<file path="src/rtl/core/bia_pkg.sv">
// shared types and constants of the bitmap block allocator
package bia_pkg;

    localparam int MAX_BLOCKS_DEF      = 1024;
    localparam int MAX_DATA_BLOCKS_DEF = 63;

    // free map is held as rows of this many blocks
    localparam int WORD_BITS = 32;
    localparam int WORD_LOG2 = 5;

    localparam int SIZE_W  = 20;
    localparam int LOG2_W  = 4;
    localparam int LIMIT_W = 11;
    localparam int BLK_W   = 10;
    localparam int FREE_W  = 11;

    localparam int PADDR_W   = 3;
    localparam int PDATA_W   = 32;
    localparam int REG_IDX_W = 1;

    localparam logic [REG_IDX_W-1:0] REG_BLOCK_SIZE_LOG2 = 1'b0;
    localparam logic [REG_IDX_W-1:0] REG_BLOCKS_IN_USE   = 1'b1;

    localparam logic [LOG2_W-1:0]  LOG2_RESET   = 4'd6;
    localparam logic [LIMIT_W-1:0] IN_USE_RESET = 11'd1024;
    localparam logic [LOG2_W-1:0]  LOG2_MIN     = 4'd4;
    localparam logic [LOG2_W-1:0]  LOG2_MAX     = 4'd12;

    typedef struct packed {
        logic [LOG2_W-1:0]  block_size_log2;
        logic [LIMIT_W-1:0] blocks_in_use;
    } cfg_t;

endpackage

</file>
<file path="src/rtl/core/bia_if.sv">
// request and result channel interfaces
interface bia_req_if import bia_pkg::*; ();
    logic              valid;
    logic              ready;
    logic [SIZE_W-1:0] file_size_bytes;

    modport source (output valid, output file_size_bytes, input ready);
    modport sink   (input valid, input file_size_bytes, output ready);
endinterface

interface bia_rsp_if import bia_pkg::*; ();
    logic              valid;
    logic              ready;
    logic              granted;
    logic [BLK_W-1:0]  block_number;
    logic              is_index_block;
    logic [FREE_W-1:0] free_after;
    logic              last_of_run;

    modport source (output valid, output granted, output block_number, output is_index_block,
                    output free_after, output last_of_run, input ready);
    modport sink   (input valid, input granted, input block_number, input is_index_block,
                    input free_after, input last_of_run, output ready);
endinterface

</file>
<file path="src/rtl/core/bia_front.sv">
// request intake: rounds the file size to whole blocks and flags oversize files
module bia_front import bia_pkg::*; #(
    parameter int MAX_DATA_BLOCKS = MAX_DATA_BLOCKS_DEF,
    parameter int DCW             = 6
) (
    input  cfg_t           cfg,
    input  logic           init_done,
    input  logic           q_full,
    bia_req_if.sink        req,
    output logic           push,
    output logic [DCW:0]   push_data
);

    logic [LOG2_W-1:0] lg;
    logic [SIZE_W:0]   round_mask;
    logic [SIZE_W:0]   size_sum;
    logic [SIZE_W:0]   data_cnt;
    logic              too_many;

    always_comb
    begin
        if (cfg.block_size_log2 < LOG2_MIN)
            lg = LOG2_MIN;
        else if (cfg.block_size_log2 > LOG2_MAX)
            lg = LOG2_MAX;
        else
            lg = cfg.block_size_log2;
    end

    assign round_mask = ((SIZE_W+1)'(1) << lg) - (SIZE_W+1)'(1);
    assign size_sum   = {1'b0, req.file_size_bytes} + round_mask;
    assign data_cnt   = size_sum >> lg;
    assign too_many   = data_cnt > (SIZE_W+1)'(MAX_DATA_BLOCKS);

    assign req.ready = init_done && !q_full;
    assign push      = req.valid && req.ready;
    assign push_data = {too_many, data_cnt[DCW-1:0]};

endmodule

</file>
<file path="src/rtl/core/bia_queue.sv">
// two-entry job queue between intake and allocation
module bia_queue #(
    parameter int W = 7
) (
    input  logic         clk,
    input  logic         rst_n,
    input  logic         push,
    input  logic [W-1:0] push_data,
    output logic         full,
    input  logic         pop,
    output logic         valid,
    output logic [W-1:0] data
);

    logic [W-1:0] entry_reg [2];
    logic         wptr_reg;
    logic         rptr_reg;
    logic [1:0]   count_reg;

    assign full  = count_reg == 2'd2;
    assign valid = count_reg != 2'd0;
    assign data  = entry_reg[rptr_reg];

    always_ff @(posedge clk or negedge rst_n)
    begin
        if (!rst_n)
        begin
            wptr_reg  <= 1'b0;
            rptr_reg  <= 1'b0;
            count_reg <= 2'd0;
        end
        else
        begin
            if (push)
            begin
                entry_reg[wptr_reg] <= push_data;
                wptr_reg            <= !wptr_reg;
            end
            if (pop)
                rptr_reg <= !rptr_reg;
            if (push && !pop)
                count_reg <= count_reg + 2'd1;
            else if (pop && !push)
                count_reg <= count_reg - 2'd1;
        end
    end

endmodule

</file>
<file path="src/rtl/core/bia_back.sv">
// allocation engine: counts free blocks, then marks and emits them first-fit, or emits a denial
module bia_back import bia_pkg::*; #(
    parameter int MAX_BLOCKS = MAX_BLOCKS_DEF,
    parameter int DCW        = 6
) (
    input  logic         clk,
    input  logic         rst_n,
    input  cfg_t         cfg,
    input  logic         job_valid,
    input  logic [DCW:0] job_data,
    output logic         job_pop,
    output logic         init_done,
    bia_rsp_if.source    rsp
);

    localparam int NWORDS = (MAX_BLOCKS + WORD_BITS - 1) / WORD_BITS;
    localparam int AW     = (NWORDS > 1) ? $clog2(NWORDS) : 1;
    localparam int BW     = AW + WORD_LOG2;
    localparam int CW     = ((BW > LIMIT_W) ? BW : LIMIT_W) + 2;
    localparam logic [AW:0] LAST_WORD = (AW+1)'(NWORDS - 1);
    localparam logic [AW:0] END_WORD  = (AW+1)'(NWORDS);

    typedef enum logic [2:0] {
        ST_CLEAR,
        ST_IDLE,
        ST_COUNT,
        ST_DECIDE,
        ST_SCAN
    } state_t;

    state_t                state_reg, state_next;
    logic [AW:0]           waddr_reg, waddr_next;
    logic [AW-1:0]         cnt_addr_reg, cnt_addr_next;
    logic                  cnt_vld_reg, cnt_vld_next;
    logic [DCW:0]          job_reg, job_next;
    logic [FREE_W-1:0]     free_reg, free_next;
    logic [DCW:0]          rem_reg, rem_next;
    logic                  first_reg, first_next;
    logic                  fresh_reg, fresh_next;
    logic [WORD_BITS-1:0]  cur_reg, cur_next;
    logic [WORD_BITS-1:0]  rd_data_reg;

    logic                  rsp_valid_reg, rsp_valid_next;
    logic                  granted_reg, granted_next;
    logic [BLK_W-1:0]      blk_reg, blk_next;
    logic                  index_reg, index_next;
    logic [FREE_W-1:0]     free_after_reg, free_after_next;
    logic                  last_reg, last_next;

    logic [WORD_BITS-1:0]  mem [NWORDS];
    logic                  mem_we, mem_re;
    logic [AW-1:0]         mem_waddr, mem_raddr;
    logic [WORD_BITS-1:0]  mem_wdata;

    logic [CW-1:0]         limit;
    logic                  slot_free;
    logic [WORD_BITS-1:0]  word_v, avail, lowest, cnt_avail;
    logic [WORD_LOG2-1:0]  bitpos;
    logic [AW:0]           waddr_inc;
    logic [BW-1:0]         blk_full;
    logic [BW+BLK_W-1:0]   blk_wide;
    logic [DCW+1:0]        need;
    logic                  grant;

    function automatic logic [WORD_BITS-1:0] word_mask(input logic [AW-1:0] w,
                                                       input logic [CW-1:0] lim);
        logic [CW-1:0]        base;
        logic [CW-1:0]        diff;
        logic [WORD_BITS-1:0] m;
        base = CW'(w) << WORD_LOG2;
        diff = lim - base;
        if (base >= lim)
            m = '0;
        else if (diff >= CW'(WORD_BITS))
            m = '1;
        else
            m = (WORD_BITS'(1) << diff[WORD_LOG2-1:0]) - WORD_BITS'(1);
        return m;
    endfunction

    // allocatable range, clamped to at least one block and the map size
    always_comb
    begin
        if (cfg.blocks_in_use == '0)
            limit = CW'(1);
        else if (CW'(cfg.blocks_in_use) > CW'(MAX_BLOCKS))
            limit = CW'(MAX_BLOCKS);
        else
            limit = CW'(cfg.blocks_in_use);
    end

    assign slot_free = !rsp_valid_reg || rsp.ready;
    assign word_v    = fresh_reg ? rd_data_reg : cur_reg;
    assign avail     = ~word_v & word_mask(waddr_reg[AW-1:0], limit);
    assign lowest    = avail & (~avail + WORD_BITS'(1));
    assign cnt_avail = ~rd_data_reg & word_mask(cnt_addr_reg, limit);
    assign waddr_inc = waddr_reg + (AW+1)'(1);
    assign blk_full  = {waddr_reg[AW-1:0], bitpos};
    assign blk_wide  = {{BLK_W{1'b0}}, blk_full};
    assign need      = (DCW+2)'(job_reg[DCW-1:0]) + (DCW+2)'(1);
    assign grant     = !job_reg[DCW] &&
                       ((DCW+FREE_W+2)'(free_reg) >= (DCW+FREE_W+2)'(need));
    assign init_done = state_reg != ST_CLEAR;

    always_comb
    begin
        bitpos = '0;
        for (int i = 0; i < WORD_BITS; i++)
        begin
            if (lowest[i])
                bitpos = bitpos | WORD_LOG2'(i);
        end
    end

    always_comb
    begin
        state_next      = state_reg;
        waddr_next      = waddr_reg;
        cnt_addr_next   = cnt_addr_reg;
        cnt_vld_next    = cnt_vld_reg;
        job_next        = job_reg;
        free_next       = free_reg;
        rem_next        = rem_reg;
        first_next      = first_reg;
        fresh_next      = fresh_reg;
        cur_next        = cur_reg;
        rsp_valid_next  = rsp_valid_reg && !rsp.ready;
        granted_next    = granted_reg;
        blk_next        = blk_reg;
        index_next      = index_reg;
        free_after_next = free_after_reg;
        last_next       = last_reg;
        job_pop         = 1'b0;
        mem_we          = 1'b0;
        mem_re          = 1'b0;
        mem_waddr       = waddr_reg[AW-1:0];
        mem_raddr       = waddr_reg[AW-1:0];
        mem_wdata       = '0;

        unique case (state_reg)
            ST_CLEAR:
            begin
                mem_we = 1'b1;
                if (waddr_reg == LAST_WORD)
                begin
                    waddr_next = '0;
                    state_next = ST_IDLE;
                end
                else
                    waddr_next = waddr_inc;
            end
            ST_IDLE:
            begin
                if (job_valid)
                begin
                    job_pop      = 1'b1;
                    job_next     = job_data;
                    waddr_next   = '0;
                    free_next    = '0;
                    cnt_vld_next = 1'b0;
                    state_next   = ST_COUNT;
                end
            end
            ST_COUNT:
            begin
                // read one row a cycle, count the row read the cycle before
                if (cnt_vld_reg)
                    free_next = free_reg + FREE_W'($countones(cnt_avail));
                if (waddr_reg != END_WORD)
                begin
                    mem_re        = 1'b1;
                    cnt_addr_next = waddr_reg[AW-1:0];
                    cnt_vld_next  = 1'b1;
                    waddr_next    = waddr_inc;
                end
                else
                begin
                    cnt_vld_next = 1'b0;
                    state_next   = ST_DECIDE;
                end
            end
            ST_DECIDE:
            begin
                if (!grant)
                begin
                    if (slot_free)
                    begin
                        rsp_valid_next  = 1'b1;
                        granted_next    = 1'b0;
                        blk_next        = '0;
                        index_next      = 1'b0;
                        free_after_next = free_reg;
                        last_next       = 1'b1;
                        state_next      = ST_IDLE;
                    end
                end
                else
                begin
                    rem_next   = need[DCW:0];
                    first_next = 1'b1;
                    waddr_next = '0;
                    mem_re     = 1'b1;
                    mem_raddr  = '0;
                    fresh_next = 1'b1;
                    state_next = ST_SCAN;
                end
            end
            ST_SCAN:
            begin
                cur_next   = word_v;
                fresh_next = 1'b0;
                if (avail == '0)
                begin
                    waddr_next = waddr_inc;
                    mem_re     = 1'b1;
                    mem_raddr  = waddr_inc[AW-1:0];
                    fresh_next = 1'b1;
                end
                else if (slot_free)
                begin
                    mem_we          = 1'b1;
                    mem_wdata       = word_v | lowest;
                    cur_next        = word_v | lowest;
                    rsp_valid_next  = 1'b1;
                    granted_next    = 1'b1;
                    blk_next        = blk_wide[BLK_W-1:0];
                    index_next      = first_reg;
                    free_after_next = free_reg - FREE_W'(1);
                    last_next       = rem_reg == (DCW+1)'(1);
                    free_next       = free_reg - FREE_W'(1);
                    rem_next        = rem_reg - (DCW+1)'(1);
                    first_next      = 1'b0;
                    if (rem_reg == (DCW+1)'(1))
                        state_next = ST_IDLE;
                end
            end
            default:
                state_next = ST_IDLE;
        endcase
    end

    always_ff @(posedge clk)
    begin
        if (mem_we)
            mem[mem_waddr] <= mem_wdata;
        if (mem_re)
            rd_data_reg <= mem[mem_raddr];
    end

    always_ff @(posedge clk or negedge rst_n)
    begin
        if (!rst_n)
        begin
            state_reg      <= ST_CLEAR;
            waddr_reg      <= '0;
            cnt_addr_reg   <= '0;
            cnt_vld_reg    <= 1'b0;
            job_reg        <= '0;
            free_reg       <= '0;
            rem_reg        <= '0;
            first_reg      <= 1'b0;
            fresh_reg      <= 1'b0;
            cur_reg        <= '0;
            rsp_valid_reg  <= 1'b0;
            granted_reg    <= 1'b0;
            blk_reg        <= '0;
            index_reg      <= 1'b0;
            free_after_reg <= '0;
            last_reg       <= 1'b0;
        end
        else
        begin
            state_reg      <= state_next;
            waddr_reg      <= waddr_next;
            cnt_addr_reg   <= cnt_addr_next;
            cnt_vld_reg    <= cnt_vld_next;
            job_reg        <= job_next;
            free_reg       <= free_next;
            rem_reg        <= rem_next;
            first_reg      <= first_next;
            fresh_reg      <= fresh_next;
            cur_reg        <= cur_next;
            rsp_valid_reg  <= rsp_valid_next;
            granted_reg    <= granted_next;
            blk_reg        <= blk_next;
            index_reg      <= index_next;
            free_after_reg <= free_after_next;
            last_reg       <= last_next;
        end
    end

    assign rsp.valid          = rsp_valid_reg;
    assign rsp.granted        = granted_reg;
    assign rsp.block_number   = blk_reg;
    assign rsp.is_index_block = index_reg;
    assign rsp.free_after     = free_after_reg;
    assign rsp.last_of_run    = last_reg;

    // a granted run never outlasts its free count or its block budget
    a_scan_budget: assert property (@(posedge clk) disable iff (!rst_n)
        state_reg == ST_SCAN |-> rem_reg != '0 && free_reg != '0)
        else $error("scan with exhausted budget");

    // the scan never walks off the end of the map
    a_scan_range: assert property (@(posedge clk) disable iff (!rst_n)
        state_reg == ST_SCAN |-> waddr_reg < END_WORD)
        else $error("scan past last row");

    // nothing is taken or emitted before the clearing pass ends
    a_clear_quiet: assert property (@(posedge clk) disable iff (!rst_n)
        state_reg == ST_CLEAR |-> !job_pop && !rsp_valid_reg)
        else $error("activity during clearing pass");

    // a denial is always a single closing word with no block
    a_deny_shape: assert property (@(posedge clk) disable iff (!rst_n)
        rsp_valid_reg && !granted_reg |-> last_reg && blk_reg == '0 && !index_reg)
        else $error("malformed denial");

endmodule

</file>
<file path="src/rtl/core/bitmap_indexed_block_allocator.sv">
// top level of the first-fit bitmap block allocator
//
//  channel  role    handshake        word
//  req      sink    valid / ready    file_size_bytes
//  rsp      source  valid / ready    granted, block_number, is_index_block,
//                                    free_after, last_of_run
//  apb      slave   psel / penable   block_size_log2 at 0x0, blocks_in_use at 0x4
//
//  a request first counts free blocks, one 32-block row per cycle through the
//  single read port of the map, then scans the map first-fit, marking and
//  emitting each granted block and moving on a row when the current one has
//  no free block left; after reset the map is cleared one row a cycle and
//  req.ready stays low until that pass ends
//  the two-entry job queue lets intake run ahead of allocation; results sit
//  in an output register so a stalled rsp holds the allocation engine, and
//  intake too once the job queue is full
module bitmap_indexed_block_allocator import bia_pkg::*; #(
    parameter int MAX_BLOCKS      = MAX_BLOCKS_DEF,
    parameter int MAX_DATA_BLOCKS = MAX_DATA_BLOCKS_DEF
) (
    input  logic               clk,
    input  logic               rst_n,
    bia_req_if.sink            req,
    bia_rsp_if.source          rsp,
    input  logic               psel,
    input  logic               penable,
    input  logic               pwrite,
    input  logic [PADDR_W-1:0] paddr,
    input  logic [PDATA_W-1:0] pwdata,
    output logic [PDATA_W-1:0] prdata,
    output logic               pready
);

    // width of a data block count that passed the per-file limit
    localparam int DCW = (MAX_DATA_BLOCKS > 1) ? $clog2(MAX_DATA_BLOCKS + 1) : 1;

    logic [LOG2_W-1:0]    log2_reg;
    logic [LIMIT_W-1:0]   in_use_reg;
    logic [REG_IDX_W-1:0] reg_idx;
    logic                 wr_en;
    cfg_t                 cfg;

    logic                 init_done;
    logic                 q_full;
    logic                 q_push;
    logic [DCW:0]         q_push_data;
    logic                 q_pop;
    logic                 q_valid;
    logic [DCW:0]         q_data;

    // register file, word-aligned, low address bits ignored
    assign reg_idx = paddr[PADDR_W-1:2];
    assign wr_en   = psel && penable && pwrite && pready;
    assign pready  = 1'b1;

    always_ff @(posedge clk or negedge rst_n)
    begin
        if (!rst_n)
        begin
            log2_reg   <= LOG2_RESET;
            in_use_reg <= IN_USE_RESET;
        end
        else if (wr_en)
        begin
            unique case (reg_idx)
                REG_BLOCK_SIZE_LOG2: log2_reg   <= pwdata[LOG2_W-1:0];
                REG_BLOCKS_IN_USE:   in_use_reg <= pwdata[LIMIT_W-1:0];
                default:             ;
            endcase
        end
    end

    always_comb
    begin
        unique case (reg_idx)
            REG_BLOCK_SIZE_LOG2: prdata = PDATA_W'(log2_reg);
            REG_BLOCKS_IN_USE:   prdata = PDATA_W'(in_use_reg);
            default:             prdata = '0;
        endcase
    end

    assign cfg.block_size_log2 = log2_reg;
    assign cfg.blocks_in_use   = in_use_reg;

    // intake: size to block count, oversize check
    bia_front #(
        .MAX_DATA_BLOCKS (MAX_DATA_BLOCKS),
        .DCW             (DCW)
    ) u_front (
        .cfg       (cfg),
        .init_done (init_done),
        .q_full    (q_full),
        .req       (req),
        .push      (q_push),
        .push_data (q_push_data)
    );

    // short decoupling queue
    bia_queue #(
        .W (DCW + 1)
    ) u_queue (
        .clk       (clk),
        .rst_n     (rst_n),
        .push      (q_push),
        .push_data (q_push_data),
        .full      (q_full),
        .pop       (q_pop),
        .valid     (q_valid),
        .data      (q_data)
    );

    // free map, counting and first-fit marking
    bia_back #(
        .MAX_BLOCKS (MAX_BLOCKS),
        .DCW        (DCW)
    ) u_back (
        .clk       (clk),
        .rst_n     (rst_n),
        .cfg       (cfg),
        .job_valid (q_valid),
        .job_data  (q_data),
        .job_pop   (q_pop),
        .init_done (init_done),
        .rsp       (rsp)
    );

endmodule

</file>
<file path="src/flat_wrapper.sv">
// flat-port wrapper written by rule: the top's interface ports become plain ports
module bitmap_indexed_block_allocator_flat import bia_pkg::*;
#(
    parameter int MAX_BLOCKS      = MAX_BLOCKS_DEF,
    parameter int MAX_DATA_BLOCKS = MAX_DATA_BLOCKS_DEF
)
  (clk, rst_n, psel, penable, pwrite, paddr, pwdata, prdata, pready, req_valid, req_file_size_bytes, req_ready, rsp_valid, rsp_granted, rsp_block_number, rsp_is_index_block, rsp_free_after, rsp_last_of_run, rsp_ready);
  bia_req_if req_i ();
  bia_rsp_if rsp_i ();
  input  logic clk;
  input  logic rst_n;
  input  logic psel;
  input  logic penable;
  input  logic pwrite;
  input  logic [PADDR_W-1:0] paddr;
  input  logic [PDATA_W-1:0] pwdata;
  output logic [PDATA_W-1:0] prdata;
  output logic pready;
  input wire logic [$bits(req_i.valid)-1:0] req_valid;
  input wire logic [$bits(req_i.file_size_bytes)-1:0] req_file_size_bytes;
  output wire logic [$bits(req_i.ready)-1:0] req_ready;
  output wire logic [$bits(rsp_i.valid)-1:0] rsp_valid;
  output wire logic [$bits(rsp_i.granted)-1:0] rsp_granted;
  output wire logic [$bits(rsp_i.block_number)-1:0] rsp_block_number;
  output wire logic [$bits(rsp_i.is_index_block)-1:0] rsp_is_index_block;
  output wire logic [$bits(rsp_i.free_after)-1:0] rsp_free_after;
  output wire logic [$bits(rsp_i.last_of_run)-1:0] rsp_last_of_run;
  input wire logic [$bits(rsp_i.ready)-1:0] rsp_ready;
  assign req_i.valid = req_valid;
  assign req_i.file_size_bytes = req_file_size_bytes;
  assign req_ready = req_i.ready;
  assign rsp_valid = rsp_i.valid;
  assign rsp_granted = rsp_i.granted;
  assign rsp_block_number = rsp_i.block_number;
  assign rsp_is_index_block = rsp_i.is_index_block;
  assign rsp_free_after = rsp_i.free_after;
  assign rsp_last_of_run = rsp_i.last_of_run;
  assign rsp_i.ready = rsp_ready;
  bitmap_indexed_block_allocator #(.MAX_BLOCKS(MAX_BLOCKS), .MAX_DATA_BLOCKS(MAX_DATA_BLOCKS)) u_core (.clk(clk), .rst_n(rst_n), .req(req_i), .rsp(rsp_i), .psel(psel), .penable(penable), .pwrite(pwrite), .paddr(paddr), .pwdata(pwdata), .prdata(prdata), .pready(pready));
endmodule
</file>
<file path="config.mk">
export PLATFORM = sky130hd
export DESIGN_NAME = bitmap_indexed_block_allocator_flat
export DESIGN_NICKNAME = d
export VERILOG_FILES = /design/src/rtl/core/bia_pkg.sv /design/src/rtl/core/bia_if.sv /design/src/rtl/core/bia_front.sv /design/src/rtl/core/bia_queue.sv /design/src/rtl/core/bia_back.sv /design/src/rtl/core/bitmap_indexed_block_allocator.sv /design/src/flat_wrapper.sv
export SDC_FILE = /design/constraint.sdc
export NUM_CORES = 2
export LEC_CHECK = 0
export ABC_AREA = 1
export BUFFER_PORTS_ARGS = -buffer_cell sky130_fd_sc_hd__buf_2
export CORE_ASPECT_RATIO = 1.5
export CORE_UTILIZATION = 30
export CTS_BUF_LIST = sky130_fd_sc_hd__clkbuf_8
export DETAILED_ROUTE_END_ITERATION = 6
export SETUP_SLACK_MARGIN = 0.5
export SYNTH_ARGS = -nofsm -noshare
export SYNTH_HDL_FRONTEND = slang
export SYNTH_SLANG_ARGS = --single-unit
</file>
<file path="constraint.sdc">
create_clock -name clk -period 20.8 [get_ports clk]
set_input_delay 2.08 -clock clk [delete_from_list [all_inputs] [get_ports clk]]
set_output_delay 2.08 -clock clk [all_outputs]
set_load 0.03 [all_outputs]
</file>
==> flow_summary.yaml <==
synth:
  yosysUniqueCellTypes: 64
  synth_top_area_cell: "edfxtp_1"
  synth_top_area_share_pct: 55.58
  ys_ff_latch: 1188
  yosysMostFrequentCell: "nand2_1"
  async_flop_share_pct: 9.933
  postSynthAreaPerCell_um2: 9.644
  synth-edff-count: 1070
  yosys_warnings: 0
  synth_top_flop_cell: "edfxtp_1"
  yosys-top-cells-area: "edfxtp_1 (56%), nand2_1 (12%), nand3_1 (9.9%), dfrtp_1 (5.0%), inv_1 (3.6%)"
  syn_inst: 5994
  synth_area_mm2: 0.05781
  yosysSeqAreaShare_pct: 60.70
  synth_top_cells_by_count: "nand2_1 (1,784), nand3_1 (1,148), edfxtp_1 (1,070), inv_1 (561), buf_2 (239)"
routing:
  avgRoutedWirePerCell_um: 20.73
  viasPerCell: 5.009
  drtAntennaViolNets: 0
  vias: 43200
  drtIter0Drc: 4086
  firstDrtPassIters: 6
  drcViolationCount: 0
  wl_mm: 178.7
floorplanning:
  pin_count: 121
  rows: 197
  initial_core_util_pct: 30.14
  dieArea_mm2: 0.1945
  die_y_um: 539.6
  die_w_um: 360.4
  core_mm2: 0.1918
sta:
  timing.setup.tns_ps: 0
  skew_ps: 74.89
  max_slew.worst_pin.slew_ps: 1365
  grt_setup_unrepaired: "no"
  fmax_ghz: 0.09947
  max_slew_margin_pct: 8.980
  fin_ws_ps: 10750
  finalSetupViolCount: 0
  report.final.hold_viol_count: 0
  finalCritPeriodShare_pct: 48.33
  fin_hold_ws_ps: 465.4
  fin_crit_ps: 10050
  slew_viol_final: 0
grt:
  grt_max_degree: 211
  overflow: 0
  grt_pass1_vias: 41560
  grt.total_usage_pct: 17.94
  grt_antenna_before_repair: 2
  grt_pass1_wl_mm: 263.4
critical_path:
  cp_common_cell: "fa_1"
  slowest_stage: "clkinv_1"
  cpPeakStageDelay_ps: 750
  cp.required_ps: 21550
  path_max_fanout: 26
  critPathArrivalTime_ps: 10800
  setup.worst_path.class: "register to register"
  cp-start-kind: "register"
  critPathCaptureType: "register"
clocking:
  clockBufferDepth: 4
  ctsHoldBuffers: 0
  clkTransAtPathRegs_ps: 70
  clk_latency_ps: 900
  htreeDepth: 4
  cts_setup_buffers: 0
  cts_sinks: 1188
  numCtsBuffers: 174
  root_buffer: "clkbuf_8"
  ctsResizeCount: 0
  cts_tree: "done"
run:
  cap_violations: 0
layout:
  final_util_pct: 33.35
  drive_above_1_share_pct: 8.624
  instances_no_fill: 8623
  final_area_mm2: 0.06395
  nets: 6177
  largest_reg_flops: 1024
  area_delta_synth_final_pct: 10.63
placed_design:
  port-buffer-count: 75
  dpl.hpwl_mm: 98.58
  post-place-cells: 8319
  dpl-instance-area_mm2: 0.06067
  place_congestion: 0.9408
  pre_cts_slack_ps: 10860
worst_hold_path:
  hold_class: "register to register"
power:
  p_total_mw: 9.891
  p_leak_nw: 26.79
  irDropWorstVdd_mv: 0.6230
  cellPowerDensity_mw_per_mm2: 154.7
run_status:
  status: "finished, final reports clean"
==> layout by cell type (no fill, tap or decap), drive strengths merged, types with 6 or more instances in the layout <==
master,instances
a21oi,76
a31oi,17
buf,168
bufinv,11
clkbuf,177
clkinv,80
conb,29
dfrtp,115
edfxtp,1070
fa,29
ha,78
inv,612
nand2,1796
nand3,1160
nand3b,70
nand4,34
nor2,230
nor3,45
nor4,6
o211ai,16
o21ai,198
o21bai,6
o31ai,6
or2,11
xnor2,15
xor2,22
==> layout make-up <==
class	count	area [um^2]
diodes	2	5.005
clock buffers	177	2436
clock inverters	125	824.5
fillers	19300	127800
inverters	579	2187
multi-input cells	3897	19210
flip-flops and latches	1188	35090
well taps	2487	3112
repair buffers	168	1089
==> where the power goes <==
part | total [mW] | switching, mW | internal (mW)
Clock | 1.85 | 0.915 | 0.931
Sequential | 2.89 | 0.0905 | 2.80
Combinational | 5.16 | 3.41 | 1.75
==> critical path, delay by kind of cell, from the launching register on <==
family	cells	cell delay (ps)
buffers and inverters	7	1300
adder cells (fa/ha/maj)	10	4530
AND/OR/NAND/NOR	11	1610
XOR/XNOR	1	180
flip-flops	1	690
AO/OA/AOI/OAI	7	1580
==> per-layer routing <==
layer	vias to the layer above	track usage [%]	routed length (um)
met3	467	2.126	10550
met2	1660	31.42	89280
met1	20880	21.05	68080
li1	20190	-	-
met4	0	10.48	10820
met5	-	0	0
==> logic make-up after synthesis <==
| group | Yosys count | share of synthesized area (%) |
|---|---|---|
| adder cells (fa/ha/maj) | 107 | 2.693 |
| multiplexers | 10 | 0.1840 |
| buffers and inverters | 936 | 6.920 |
| AO/OA/AOI/OAI | 353 | 3.422 |
| flip-flops | 1188 | 60.70 |
| other | 2 | 0.01299 |
| XOR/XNOR | 37 | 0.5606 |
| AND/OR/NAND/NOR | 3361 | 25.51 |
==> final timing paths <==
kind                       slack (ps)  cells after the start                       startpoint                         endpoint
setup / recovery                10750                     36            u_core.in_use_reg[10]       u_core.u_back.free_reg[10]
hold / removal                    470                      2  u_core.u_back.rsp.free_after[1]  u_core.u_back.rsp.free_after[1]
setup reg to reg                10750                     36            u_core.in_use_reg[10]       u_core.u_back.free_reg[10]
hold reg to reg                   470                      2  u_core.u_back.rsp.free_after[1]  u_core.u_back.rsp.free_after[1]
max in group asynchronous       18740                      2                            rst_n        u_core.u_back.cnt_vld_reg
min in group asynchronous        1020                      1                            rst_n       u_core.u_back.free_reg[10]
No activity file was read; power rests on OpenSTA's default activity.
